<file path="src/rtl/tmc_pkg.sv">
// Package of the touch median calibration block: sizes, register map,
// configuration and command structs, controller states. Depends on nothing.
package tmc_pkg;

    localparam int BURST_LEN = 5;
    localparam int SAMPLE_W  = 12;
    localparam int SIZE_W    = 13;
    localparam int CNT_W     = $clog2(BURST_LEN);
    localparam int MID       = BURST_LEN / 2;
    localparam int NUM_W     = SAMPLE_W + SIZE_W;
    localparam int QBITS     = SIZE_W;
    localparam int STEP_W    = $clog2(QBITS);
    localparam int SIZE_MAX  = 4096;
    localparam int ADDR_W    = 5;
    localparam int DATA_W    = 32;

    typedef logic [CNT_W-1:0]                    cnt_t;
    typedef logic [STEP_W-1:0]                   step_t;
    typedef logic [SAMPLE_W-1:0]                 sample_t;
    typedef logic [SIZE_W-1:0]                   size_t;
    typedef logic [NUM_W-1:0]                    num_t;
    typedef logic [BURST_LEN-1:0][SAMPLE_W-1:0]  burst_t;

    typedef enum logic [2:0] {
        REG_X_RAW_MIN     = 3'd0,
        REG_X_RAW_MAX     = 3'd1,
        REG_Y_RAW_MIN     = 3'd2,
        REG_Y_RAW_MAX     = 3'd3,
        REG_SCREEN_WIDTH  = 3'd4,
        REG_SCREEN_HEIGHT = 3'd5,
        REG_VALID_LOW     = 3'd6,
        REG_VALID_HIGH    = 3'd7
    } reg_idx_t;

    localparam sample_t RST_X_RAW_MIN     = 12'd0;
    localparam sample_t RST_X_RAW_MAX     = 12'd4095;
    localparam sample_t RST_Y_RAW_MIN     = 12'd0;
    localparam sample_t RST_Y_RAW_MAX     = 12'd4095;
    localparam size_t   RST_SCREEN_WIDTH  = 13'd240;
    localparam size_t   RST_SCREEN_HEIGHT = 13'd320;
    localparam sample_t RST_VALID_LOW     = 12'd150;
    localparam sample_t RST_VALID_HIGH    = 12'd3950;

    typedef struct packed {
        sample_t x_raw_min;
        sample_t x_raw_max;
        sample_t y_raw_min;
        sample_t y_raw_max;
        size_t   screen_width;
        size_t   screen_height;
        sample_t valid_low;
        sample_t valid_high;
    } cfg_t;

    typedef enum logic [2:0] {
        ST_IDLE,
        ST_MEDIAN,
        ST_MULT,
        ST_DIVIDE,
        ST_FINISH
    } state_t;

    typedef struct packed {
        logic wr_en;
        cnt_t wr_idx;
        logic med_en;
        logic mul_en;
        logic div_step;
        logic out_load;
    } dp_cmd_t;

endpackage

</file>
<file path="src/rtl/touch_median_calibrate.sv">
// Top level of the touch median filter with linear screen calibration.
// Depends on tmc_pkg, tmc_regs, tmc_ctrl and tmc_datapath.
//
//   port group   direction  handshake            payload
//   samples      in         in_valid / in_stall  x_sample, y_sample
//   result       out        out_valid/out_stall  pressed, x_pos, y_pos, x_median, y_median
//   config       in         psel/penable/pwrite  paddr, pwdata, prdata, pready
//
// A request that does not close a burst of five is taken without a stall.
// The fifth request stalls the input through the median, the multiply, 13 steps
// of the restoring divider and the result load.
// The load waits, and the stall grows, while an earlier result is still stalled.
// The result register lets the next burst be collected while a result waits.
// rst_n resets control and configuration to their reset values and clears the held coordinates.
module touch_median_calibrate (
    input  logic                        clk,
    input  logic                        rst_n,
    input  logic                        in_valid,
    output logic                        in_stall,
    input  tmc_pkg::sample_t            x_sample,
    input  tmc_pkg::sample_t            y_sample,
    output logic                        out_valid,
    input  logic                        out_stall,
    output logic                        pressed,
    output tmc_pkg::sample_t            x_pos,
    output tmc_pkg::sample_t            y_pos,
    output tmc_pkg::sample_t            x_median,
    output tmc_pkg::sample_t            y_median,
    input  logic                        psel,
    input  logic                        penable,
    input  logic                        pwrite,
    input  logic [tmc_pkg::ADDR_W-1:0]  paddr,
    input  logic [tmc_pkg::DATA_W-1:0]  pwdata,
    output logic [tmc_pkg::DATA_W-1:0]  prdata,
    output logic                        pready
);

    tmc_pkg::cfg_t    cfg;
    tmc_pkg::dp_cmd_t cmd;

    assign pready = 1'b1;

    tmc_regs u_regs (
        .clk     (clk),
        .rst_n   (rst_n),
        .psel    (psel),
        .penable (penable),
        .pwrite  (pwrite),
        .paddr   (paddr),
        .pwdata  (pwdata),
        .prdata  (prdata),
        .cfg     (cfg)
    );

    tmc_ctrl u_ctrl (
        .clk       (clk),
        .rst_n     (rst_n),
        .in_valid  (in_valid),
        .in_stall  (in_stall),
        .out_valid (out_valid),
        .out_stall (out_stall),
        .cmd       (cmd)
    );

    tmc_datapath u_datapath (
        .clk      (clk),
        .rst_n    (rst_n),
        .cfg      (cfg),
        .cmd      (cmd),
        .x_sample (x_sample),
        .y_sample (y_sample),
        .pressed  (pressed),
        .x_pos    (x_pos),
        .y_pos    (y_pos),
        .x_median (x_median),
        .y_median (y_median)
    );

endmodule

</file>
<file path="src/rtl/tmc_regs.sv">
// Configuration register file with an APB-style write and read port.
// Depends on tmc_pkg for the register map and the cfg_t struct.
module tmc_regs (
    input  logic                          clk,
    input  logic                          rst_n,
    input  logic                          psel,
    input  logic                          penable,
    input  logic                          pwrite,
    input  logic [tmc_pkg::ADDR_W-1:0]    paddr,
    input  logic [tmc_pkg::DATA_W-1:0]    pwdata,
    output logic [tmc_pkg::DATA_W-1:0]    prdata,
    output tmc_pkg::cfg_t                 cfg
);

    tmc_pkg::cfg_t     cfg_reg;
    tmc_pkg::cfg_t     cfg_next;
    tmc_pkg::reg_idx_t idx;
    logic              wr;

    assign idx = tmc_pkg::reg_idx_t'(paddr[tmc_pkg::ADDR_W-1:2]);
    assign wr  = psel && penable && pwrite;
    assign cfg = cfg_reg;

    always_comb
    begin
        cfg_next = cfg_reg;
        if (wr)
        begin
            unique case (idx)
                tmc_pkg::REG_X_RAW_MIN:     cfg_next.x_raw_min     = pwdata[11:0];
                tmc_pkg::REG_X_RAW_MAX:     cfg_next.x_raw_max     = pwdata[11:0];
                tmc_pkg::REG_Y_RAW_MIN:     cfg_next.y_raw_min     = pwdata[11:0];
                tmc_pkg::REG_Y_RAW_MAX:     cfg_next.y_raw_max     = pwdata[11:0];
                tmc_pkg::REG_SCREEN_WIDTH:  cfg_next.screen_width  = pwdata[12:0];
                tmc_pkg::REG_SCREEN_HEIGHT: cfg_next.screen_height = pwdata[12:0];
                tmc_pkg::REG_VALID_LOW:     cfg_next.valid_low     = pwdata[11:0];
                tmc_pkg::REG_VALID_HIGH:    cfg_next.valid_high    = pwdata[11:0];
                default:                    cfg_next = cfg_reg;
            endcase
        end
    end

    always_comb
    begin
        unique case (idx)
            tmc_pkg::REG_X_RAW_MIN:     prdata = tmc_pkg::DATA_W'(cfg_reg.x_raw_min);
            tmc_pkg::REG_X_RAW_MAX:     prdata = tmc_pkg::DATA_W'(cfg_reg.x_raw_max);
            tmc_pkg::REG_Y_RAW_MIN:     prdata = tmc_pkg::DATA_W'(cfg_reg.y_raw_min);
            tmc_pkg::REG_Y_RAW_MAX:     prdata = tmc_pkg::DATA_W'(cfg_reg.y_raw_max);
            tmc_pkg::REG_SCREEN_WIDTH:  prdata = tmc_pkg::DATA_W'(cfg_reg.screen_width);
            tmc_pkg::REG_SCREEN_HEIGHT: prdata = tmc_pkg::DATA_W'(cfg_reg.screen_height);
            tmc_pkg::REG_VALID_LOW:     prdata = tmc_pkg::DATA_W'(cfg_reg.valid_low);
            tmc_pkg::REG_VALID_HIGH:    prdata = tmc_pkg::DATA_W'(cfg_reg.valid_high);
            default:                    prdata = '0;
        endcase
    end

    always_ff @(posedge clk or negedge rst_n)
    begin
        if (!rst_n)
        begin
            cfg_reg.x_raw_min     <= tmc_pkg::RST_X_RAW_MIN;
            cfg_reg.x_raw_max     <= tmc_pkg::RST_X_RAW_MAX;
            cfg_reg.y_raw_min     <= tmc_pkg::RST_Y_RAW_MIN;
            cfg_reg.y_raw_max     <= tmc_pkg::RST_Y_RAW_MAX;
            cfg_reg.screen_width  <= tmc_pkg::RST_SCREEN_WIDTH;
            cfg_reg.screen_height <= tmc_pkg::RST_SCREEN_HEIGHT;
            cfg_reg.valid_low     <= tmc_pkg::RST_VALID_LOW;
            cfg_reg.valid_high    <= tmc_pkg::RST_VALID_HIGH;
        end
        else
        begin
            cfg_reg <= cfg_next;
        end
    end

endmodule

</file>
<file path="src/rtl/tmc_datapath.sv">
// Datapath: burst store, rank-based median, calibration multiply, restoring
// divider, clamp and the result registers. Depends on tmc_pkg.
module tmc_datapath (
    input  logic                clk,
    input  logic                rst_n,
    input  tmc_pkg::cfg_t       cfg,
    input  tmc_pkg::dp_cmd_t    cmd,
    input  tmc_pkg::sample_t    x_sample,
    input  tmc_pkg::sample_t    y_sample,
    output logic                pressed,
    output tmc_pkg::sample_t    x_pos,
    output tmc_pkg::sample_t    y_pos,
    output tmc_pkg::sample_t    x_median,
    output tmc_pkg::sample_t    y_median
);

    // The median is the element whose rank is the middle one; equal values
    // are ranked by position so that the ranks form a permutation.
    function automatic tmc_pkg::sample_t median_of(input tmc_pkg::burst_t a);
        tmc_pkg::sample_t m;
        tmc_pkg::cnt_t    rank;
        m = '0;
        for (int i = 0; i < tmc_pkg::BURST_LEN; i++)
        begin
            rank = '0;
            for (int j = 0; j < tmc_pkg::BURST_LEN; j++)
            begin
                if (a[j] < a[i] || (j < i && a[j] == a[i]))
                    rank = rank + tmc_pkg::cnt_t'(1);
            end
            if (rank == tmc_pkg::cnt_t'(tmc_pkg::MID))
                m = a[i];
        end
        return m;
    endfunction

    // Axis 0 is X, axis 1 is Y throughout.
    tmc_pkg::burst_t  xbuf_reg;
    tmc_pkg::burst_t  ybuf_reg;
    tmc_pkg::sample_t med_reg  [2];
    tmc_pkg::num_t    rem_reg  [2];
    tmc_pkg::num_t    dvs_reg  [2];
    tmc_pkg::size_t   quo_reg  [2];
    tmc_pkg::sample_t span_reg [2];
    tmc_pkg::size_t   sz_reg   [2];
    logic             zero_reg [2];
    logic             press_reg;
    logic             pressed_reg;
    tmc_pkg::sample_t held_reg [2];
    tmc_pkg::sample_t omed_reg [2];

    tmc_pkg::sample_t lo      [2];
    tmc_pkg::sample_t hi      [2];
    tmc_pkg::size_t   size_in [2];
    tmc_pkg::size_t   sz_eff  [2];
    tmc_pkg::sample_t diff    [2];
    tmc_pkg::num_t    prod    [2];
    tmc_pkg::sample_t span_n  [2];
    logic             zero_n  [2];
    logic             in_win  [2];
    logic             ge      [2];
    logic             ovf     [2];
    tmc_pkg::sample_t result  [2];

    assign lo[0]      = cfg.x_raw_min;
    assign hi[0]      = cfg.x_raw_max;
    assign size_in[0] = cfg.screen_width;
    assign lo[1]      = cfg.y_raw_min;
    assign hi[1]      = cfg.y_raw_max;
    assign size_in[1] = cfg.screen_height;

    always_comb
    begin
        for (int a = 0; a < 2; a++)
        begin
            sz_eff[a] = (size_in[a] > tmc_pkg::size_t'(tmc_pkg::SIZE_MAX))
                        ? tmc_pkg::size_t'(tmc_pkg::SIZE_MAX) : size_in[a];
            zero_n[a] = (size_in[a] == '0) || (hi[a] <= lo[a]) || (med_reg[a] < lo[a]);
            diff[a]   = med_reg[a] - lo[a];
            prod[a]   = tmc_pkg::num_t'(diff[a]) * tmc_pkg::num_t'(sz_eff[a]);
            span_n[a] = hi[a] - lo[a];
            in_win[a] = (med_reg[a] >= cfg.valid_low) && (med_reg[a] <= cfg.valid_high);
            ge[a]     = rem_reg[a] >= dvs_reg[a];
            // A remainder left at or above the span means the quotient did not
            // fit in the quotient register, so it is far above the screen size.
            ovf[a]    = rem_reg[a] >= tmc_pkg::num_t'(span_reg[a]);
            if (zero_reg[a])
                result[a] = '0;
            else if (ovf[a] || quo_reg[a] >= sz_reg[a])
                result[a] = tmc_pkg::sample_t'(sz_reg[a] - tmc_pkg::size_t'(1));
            else
                result[a] = quo_reg[a][tmc_pkg::SAMPLE_W-1:0];
        end
    end

    always_ff @(posedge clk)
    begin
        if (cmd.wr_en)
        begin
            xbuf_reg[cmd.wr_idx] <= x_sample;
            ybuf_reg[cmd.wr_idx] <= y_sample;
        end
        if (cmd.med_en)
        begin
            med_reg[0] <= median_of(xbuf_reg);
            med_reg[1] <= median_of(ybuf_reg);
        end
        if (cmd.mul_en)
            press_reg <= in_win[0] && in_win[1];
        for (int a = 0; a < 2; a++)
        begin
            if (cmd.mul_en)
            begin
                rem_reg[a]  <= prod[a];
                dvs_reg[a]  <= tmc_pkg::num_t'(span_n[a]) << (tmc_pkg::QBITS - 1);
                quo_reg[a]  <= '0;
                span_reg[a] <= span_n[a];
                sz_reg[a]   <= sz_eff[a];
                zero_reg[a] <= zero_n[a];
            end
            else if (cmd.div_step)
            begin
                if (ge[a])
                    rem_reg[a] <= rem_reg[a] - dvs_reg[a];
                quo_reg[a] <= {quo_reg[a][tmc_pkg::QBITS-2:0], ge[a]};
                dvs_reg[a] <= dvs_reg[a] >> 1;
            end
        end
        if (cmd.out_load)
        begin
            pressed_reg <= press_reg;
            omed_reg[0] <= med_reg[0];
            omed_reg[1] <= med_reg[1];
        end
    end

    // Held coordinates change only on a pressed result and double as the
    // position outputs.
    always_ff @(posedge clk or negedge rst_n)
    begin
        if (!rst_n)
        begin
            held_reg[0] <= '0;
            held_reg[1] <= '0;
        end
        else if (cmd.out_load && press_reg)
        begin
            held_reg[0] <= result[0];
            held_reg[1] <= result[1];
        end
    end

    assign pressed  = pressed_reg;
    assign x_pos    = held_reg[0];
    assign y_pos    = held_reg[1];
    assign x_median = omed_reg[0];
    assign y_median = omed_reg[1];

endmodule

</file>
<file path="src/rtl/tmc_ctrl.sv">
// Controller: burst counter, sequencing of median, multiply and divide steps,
// and the result valid flag. Depends on tmc_pkg.
module tmc_ctrl (
    input  logic              clk,
    input  logic              rst_n,
    input  logic              in_valid,
    output logic              in_stall,
    output logic              out_valid,
    input  logic              out_stall,
    output tmc_pkg::dp_cmd_t  cmd
);

    tmc_pkg::state_t state_reg;
    tmc_pkg::state_t state_next;
    tmc_pkg::cnt_t   count_reg;
    tmc_pkg::cnt_t   count_next;
    tmc_pkg::step_t  step_reg;
    tmc_pkg::step_t  step_next;
    logic            out_valid_reg;
    logic            out_valid_next;
    logic            accept;
    logic            last;
    logic            step_done;
    logic            out_free;

    assign accept    = in_valid && (state_reg == tmc_pkg::ST_IDLE);
    assign last      = count_reg == tmc_pkg::cnt_t'(tmc_pkg::BURST_LEN - 1);
    assign step_done = step_reg == tmc_pkg::step_t'(tmc_pkg::QBITS - 1);
    assign out_free  = !out_valid_reg || !out_stall;

    always_comb
    begin
        state_next = state_reg;
        unique case (state_reg)
            tmc_pkg::ST_IDLE:
                if (accept && last)
                    state_next = tmc_pkg::ST_MEDIAN;
            tmc_pkg::ST_MEDIAN:
                state_next = tmc_pkg::ST_MULT;
            tmc_pkg::ST_MULT:
                state_next = tmc_pkg::ST_DIVIDE;
            tmc_pkg::ST_DIVIDE:
                if (step_done)
                    state_next = tmc_pkg::ST_FINISH;
            tmc_pkg::ST_FINISH:
                if (out_free)
                    state_next = tmc_pkg::ST_IDLE;
            default:
                state_next = tmc_pkg::ST_IDLE;
        endcase
    end

    always_comb
    begin
        cmd          = '0;
        cmd.wr_idx   = count_reg;
        in_stall     = 1'b1;
        unique case (state_reg)
            tmc_pkg::ST_IDLE:
            begin
                in_stall   = 1'b0;
                cmd.wr_en  = accept;
            end
            tmc_pkg::ST_MEDIAN: cmd.med_en   = 1'b1;
            tmc_pkg::ST_MULT:   cmd.mul_en   = 1'b1;
            tmc_pkg::ST_DIVIDE: cmd.div_step = 1'b1;
            tmc_pkg::ST_FINISH: cmd.out_load = out_free;
            default:            cmd          = '0;
        endcase
    end

    always_comb
    begin
        count_next = count_reg;
        if (accept)
            count_next = last ? '0 : count_reg + tmc_pkg::cnt_t'(1);

        step_next = '0;
        if (state_reg == tmc_pkg::ST_DIVIDE && !step_done)
            step_next = step_reg + tmc_pkg::step_t'(1);

        out_valid_next = out_valid_reg;
        if (cmd.out_load)
            out_valid_next = 1'b1;
        else if (out_valid_reg && !out_stall)
            out_valid_next = 1'b0;
    end

    always_ff @(posedge clk or negedge rst_n)
    begin
        if (!rst_n)
        begin
            state_reg     <= tmc_pkg::ST_IDLE;
            count_reg     <= '0;
            step_reg      <= '0;
            out_valid_reg <= 1'b0;
        end
        else
        begin
            state_reg     <= state_next;
            count_reg     <= count_next;
            step_reg      <= step_next;
            out_valid_reg <= out_valid_next;
        end
    end

    assign out_valid = out_valid_reg;

endmodule

</file>
<file path="config.mk">
export PLATFORM = sky130hd
export DESIGN_NAME = touch_median_calibrate
export DESIGN_NICKNAME = d
export VERILOG_FILES = /design/src/rtl/tmc_pkg.sv /design/src/rtl/touch_median_calibrate.sv /design/src/rtl/tmc_regs.sv /design/src/rtl/tmc_datapath.sv /design/src/rtl/tmc_ctrl.sv
export SDC_FILE = /design/constraint.sdc
export NUM_CORES = 2
export LEC_CHECK = 0
export BUFFER_PORTS_ARGS = -buffer_cell sky130_fd_sc_hd__buf_2
export CAP_MARGIN = 30
export CELL_PAD_IN_SITES_DETAIL_PLACEMENT = 0
export CELL_PAD_IN_SITES_GLOBAL_PLACEMENT = 1
export CORE_MARGIN = 8
export CORE_UTILIZATION = 45
export DETAILED_ROUTE_END_ITERATION = 10
export MAX_ROUTING_LAYER = met4
export PLACE_DENSITY = 0.78
export SYNTH_ARGS = -nofsm -noshare
export SYNTH_HDL_FRONTEND = slang
export SYNTH_SLANG_ARGS = --single-unit
</file>
<file path="constraint.sdc">
create_clock -name clk -period 8.5 [get_ports clk]
set_input_delay 0 -clock clk [delete_from_list [all_inputs] [get_ports clk]]
set_output_delay 0 -clock clk [all_outputs]
set_load 0.01 [all_outputs]
</file>
==> impl_metrics.prom <==
# TYPE chip_impl_metric gauge
chip_impl_metric{name="drive_gt1_share",unit="%"} 10.85
chip_impl_metric{name="routed_wirelength",unit="mm"} 116.9
chip_impl_info{name="critical-path-top-cell-by-count",value="sky130_fd_sc_hd__fa_1"} 1
chip_impl_metric{name="r2r_slack",unit="ps"} 560
chip_impl_metric{name="multiInputGateArea",unit="µm²"} 26000
chip_impl_metric{name="tritoncts.num_buffers",unit=""} 54
chip_impl_metric{name="post-route-drc-count",unit=""} 0
chip_impl_metric{name="post-dp-hpwl",unit="mm"} 92.19
chip_impl_metric{name="postSynth.asyncResetShare",unit="%"} 27.77
chip_impl_metric{name="ys_types",unit=""} 98
chip_impl_metric{name="worst_path_largest_cell_delay",unit="ps"} 560
chip_impl_metric{name="final-max-slew-violation-count",unit=""} 0
chip_impl_metric{name="ff2ff_path_depth",unit=""} 31
chip_impl_metric{name="number_of_antenna_violations_at_the_first_check_in_global_routing",unit=""} 9
chip_impl_metric{name="ctsLongestPathBuffers",unit=""} 3
chip_impl_info{name="synth_flop_cell",value="sky130_fd_sc_hd__edfxtp_1"} 1
chip_impl_metric{name="syn-instance-count",unit=""} 4295
chip_impl_metric{name="critPathArrivalTime",unit="ps"} 8360
chip_impl_metric{name="seq_area",unit="µm²"} 13760
chip_impl_metric{name="worst_clk_skew",unit="ps"} 33.39
chip_impl_metric{name="grt_pass1_wl",unit="mm"} 181.2
chip_impl_info{name="critical_path.slowest_cell",value="sky130_fd_sc_hd__fa_1"} 1
chip_impl_metric{name="post-place-cells",unit=""} 5624
chip_impl_metric{name="port_buffers",unit=""} 110
chip_impl_metric{name="worst_slew_margin_rel",unit="%"} 33.09
chip_impl_metric{name="synth_edf_count",unit=""} 345
chip_impl_metric{name="yosysSeqAreaShare",unit="%"} 32.30
chip_impl_metric{name="groute.usage.overall",unit="%"} 22.82
chip_impl_metric{name="postSynthRegisterBits",unit=""} 479
chip_impl_metric{name="htreeDepth",unit=""} 2
chip_impl_info{name="crit-reg2reg-capture",value="u_datapath.rem_reg[0][24]"} 1
chip_impl_metric{name="routed_wire_length_per_instance",unit="µm"} 20.22
chip_impl_info{name="post_synth_main_area_contributors",value="sky130_fd_sc_hd__edfxtp_1 24%, sky130_fd_sc_hd__ha_1 18%, sky130_fd_sc_hd__fa_1 11%, sky130_fd_sc_hd__inv_1 5.6%, sky130_fd_sc_hd__dfrtp_1 5.3%"} 1
chip_impl_metric{name="finalSetupViolCount",unit=""} 0
chip_impl_metric{name="synth_top_area_share",unit="%"} 24.31
chip_impl_metric{name="area_growth_syn_to_layout",unit="%"} 10.94
chip_impl_info{name="status",value="finished, final reports clean"} 1
chip_impl_metric{name="min_period_over_period",unit="%"} 93.42
chip_impl_metric{name="setup_total_negative_slack",unit="ps"} 0
chip_impl_metric{name="ios",unit=""} 152
chip_impl_metric{name="globalplace.congestion",unit=""} 0.9223
chip_impl_metric{name="overflow",unit=""} 0
chip_impl_metric{name="die-width",unit="µm"} 323.7
chip_impl_metric{name="clock_sinks",unit=""} 479
chip_impl_metric{name="via_count_of_the_first_global_routing_pass",unit=""} 31145
chip_impl_info{name="worst_path_dominant_cell_family",value="adder cells"} 1
chip_impl_metric{name="placement_rows",unit=""} 113
chip_impl_metric{name="finalCriticalPeriod",unit="ps"} 7941
chip_impl_info{name="cts_tree",value="built"} 1
chip_impl_metric{name="critical_path.max_fanout",unit=""} 6
chip_impl_metric{name="drt_pass1_iterations",unit=""} 8
chip_impl_info{name="min_path_type",value="in2reg"} 1
chip_impl_metric{name="nets",unit=""} 5352
chip_impl_metric{name="largest_register_ff_count",unit=""} 98
chip_impl_metric{name="fillCellCount",unit=""} 8800
chip_impl_metric{name="syn_avg_cell_area",unit="µm²"} 9.921
chip_impl_metric{name="netlist_area",unit="µm²"} 42610
chip_impl_info{name="criticalPathCategory",value="reg2reg"} 1
chip_impl_info{name="synth_top_area_cell",value="sky130_fd_sc_hd__edfxtp_1"} 1
chip_impl_metric{name="synth-warning-count",unit=""} 0
chip_impl_metric{name="finalHoldViolCount",unit=""} 0
chip_impl_info{name="hold_path.startpoint",value="x_sample[10]"} 1
chip_impl_metric{name="starting_drt_drc_count",unit=""} 2463
chip_impl_metric{name="die-area",unit="µm²"} 104800
chip_impl_metric{name="finish.cell_count_without_fillers",unit=""} 5780
chip_impl_metric{name="start_util",unit="%"} 45.12
chip_impl_metric{name="max_cap_viol_count",unit=""} 0
chip_impl_metric{name="floorplan.core_area",unit="µm²"} 94450
chip_impl_info{name="critical_path_start_type",value="flop"} 1
chip_impl_metric{name="vias_per_cell",unit=""} 5.432
chip_impl_info{name="min_to",value="u_datapath.xbuf_reg[22]"} 1
chip_impl_metric{name="pin_slew_with_the_least_headroom_to_its_limit",unit="ps"} 995.4
chip_impl_info{name="rsz_0062_raised_after_global_routing",value="false"} 1
chip_impl_info{name="cts_root_buf",value="sky130_fd_sc_hd__clkbuf_16"} 1
chip_impl_metric{name="antenna_violating_nets_post_route",unit=""} 0
chip_impl_metric{name="holdPathStages",unit=""} 2
chip_impl_metric{name="clkTransAtPathRegs",unit="ps"} 70
chip_impl_info{name="r2r-start",value="u_regs.cfg[87]"} 1
chip_impl_metric{name="critPathRequiredTime",unit="ps"} 8920
chip_impl_metric{name="grt_start_max_net_pins",unit=""} 77
chip_impl_metric{name="cp.buffers_inverters",unit=""} 4
chip_impl_metric{name="clock.fmax",unit="MHz"} 125.9
chip_impl_metric{name="die_h",unit="µm"} 323.7
chip_impl_metric{name="vias",unit=""} 31398
chip_impl_metric{name="clkLatencyLatePin",unit="ps"} 670
chip_impl_info{name="endpoint_class_of_the_critical_path",value="flop"} 1
worst reg2reg max path, delay by kind of cell (launching register included):
family                     cells  cell delay [ps]
AOI/OAI and AO/OA             13             2230
and+or+nand+nor                5              870
xor gates and xnor gates       2              600
adders and majority gates      7             3280
DFF                            1              410
buffers and inverters          4              300
routing by layer:
metal | GRT usage, % | wire (µm)
met1 | 32.30 | 55600
met2 | 34.97 | 51980
met3 | 3.317 | 7245
met4 | 4.666 | 2056
met5 | - | 0
Yosys cell counts (17+ instances only):
library cell and number:
sky130_fd_sc_hd__inv_1 639, sky130_fd_sc_hd__ha_1 596, sky130_fd_sc_hd__nand2_1 377, sky130_fd_sc_hd__edfxtp_1 345
sky130_fd_sc_hd__nor2_1 237, sky130_fd_sc_hd__fa_1 226, sky130_fd_sc_hd__a21oi_1 187, sky130_fd_sc_hd__o21ai_0 153
sky130_fd_sc_hd__a21o_1 126, sky130_fd_sc_hd__dfrtp_1 90, sky130_fd_sc_hd__xnor2_1 89, sky130_fd_sc_hd__mux2_2 87
sky130_fd_sc_hd__clkbuf_1 84, sky130_fd_sc_hd__nand2b_1 84, sky130_fd_sc_hd__nand4_1 75, sky130_fd_sc_hd__nor2b_1 66
sky130_fd_sc_hd__and2_1 58, sky130_fd_sc_hd__xor2_1 57, sky130_fd_sc_hd__nand3_1 51, sky130_fd_sc_hd__mux2i_1 49
sky130_fd_sc_hd__nor3_1 47, sky130_fd_sc_hd__dfstp_2 43, sky130_fd_sc_hd__o21a_1 43, sky130_fd_sc_hd__and3_1 36
sky130_fd_sc_hd__o31ai_1 33, sky130_fd_sc_hd__o21ai_1 27, sky130_fd_sc_hd__a221oi_1 25, sky130_fd_sc_hd__buf_4 25
sky130_fd_sc_hd__nor4_1 20, sky130_fd_sc_hd__or3_1 19, sky130_fd_sc_hd__a211oi_1 17
kinds of logic (layout without fill, tap and decap cells):
kind of cell,after synthesis,after routing,synth area share [%]
fa+ha+maj,822,822,28.12
xor+xnor,146,146,3.001
compound gates,792,792,12.42
mux,150,150,4.173
simple gates,1123,1123,12.82
buf+inv,781,976,7.159
flops,479,479,32.30
other cells,2,27,0.01762
final cells by class:
cell class,instances,area share (%)
diodes,7,0.03706
clock buffers,70,3.160
clock inverters,32,0.8443
inverters,655,5.204
multi-input cells,3053,55.01
flip-flops and latches,479,29.11
well taps,1265,3.348
repair buffers,219,3.287
worst max path at each step:
stage / startpoint / to / cells after the start
CTS: u_datapath.med_reg[0][0] / u_datapath.rem_reg[0][23] / 34
global route: u_datapath.med_reg[0][0] / u_datapath.rem_reg[0][24] / 33
finish: u_regs.cfg[87] / u_datapath.rem_reg[0][24] / 31
detailed placement: u_datapath.med_reg[0][0] / u_datapath.rem_reg[0][23] / 34
global placement: u_datapath.med_reg[0][0] / u_datapath.rem_reg[0][23] / 34
floorplan: u_datapath.med_reg[0][0] / u_datapath.rem_reg[0][24] / 33
cell usage in the layout, fill, tap and decap left out, drive strengths merged, types with 41 or more instances in the layout:
cell type / Yosys / final
nand2: 378 / 378
nand3: 51 / 51
buf: 42 / 178
a21o: 126 / 126
xnor2: 89 / 89
dlygate4sd3: 0 / 41
nor2: 238 / 238
mux2: 88 / 88
o21a: 44 / 44
mux2i: 49 / 49
dfstp: 43 / 43
clkbuf: 84 / 70
nor3: 49 / 49
edfxtp: 345 / 345
o21ai: 190 / 190
xor2: 57 / 57
inv: 641 / 643
ha: 596 / 596
nand2b: 84 / 84
and2: 58 / 58
a21oi: 187 / 187
dfrtp: 90 / 90
fa: 226 / 226
nor2b: 66 / 66
nand4: 75 / 75
per-stage QoR:
step | utilization, % | hold slack (ps) | worst slack [ps] | instance area [µm²]
global route | 50.05 | 100.6 | 4.211 | 47270
detailed placement | 47.45 | -4.784 | 223.4 | 44810
CTS | 49.91 | 74.27 | 226.0 | 47140
finish | 50.05 | 126.4 | 559.0 | 47270
floorplan | - | -295.6 | 782.6 | 42680
global placement | 47.40 | -4.896 | 267.7 | 44760
what timing repair did:
item                       4_1_cts  5_1_grt
hold buffers                    42        0
hold endpoints to repair       306        0
gates resized for setup          0       13
setup endpoints to repair        0        7
buffers inserted                 0        3
Power is left out: the tool's default activity adds up to more than one toggle a clock period on the data nets, which glitch-free logic cannot reach.
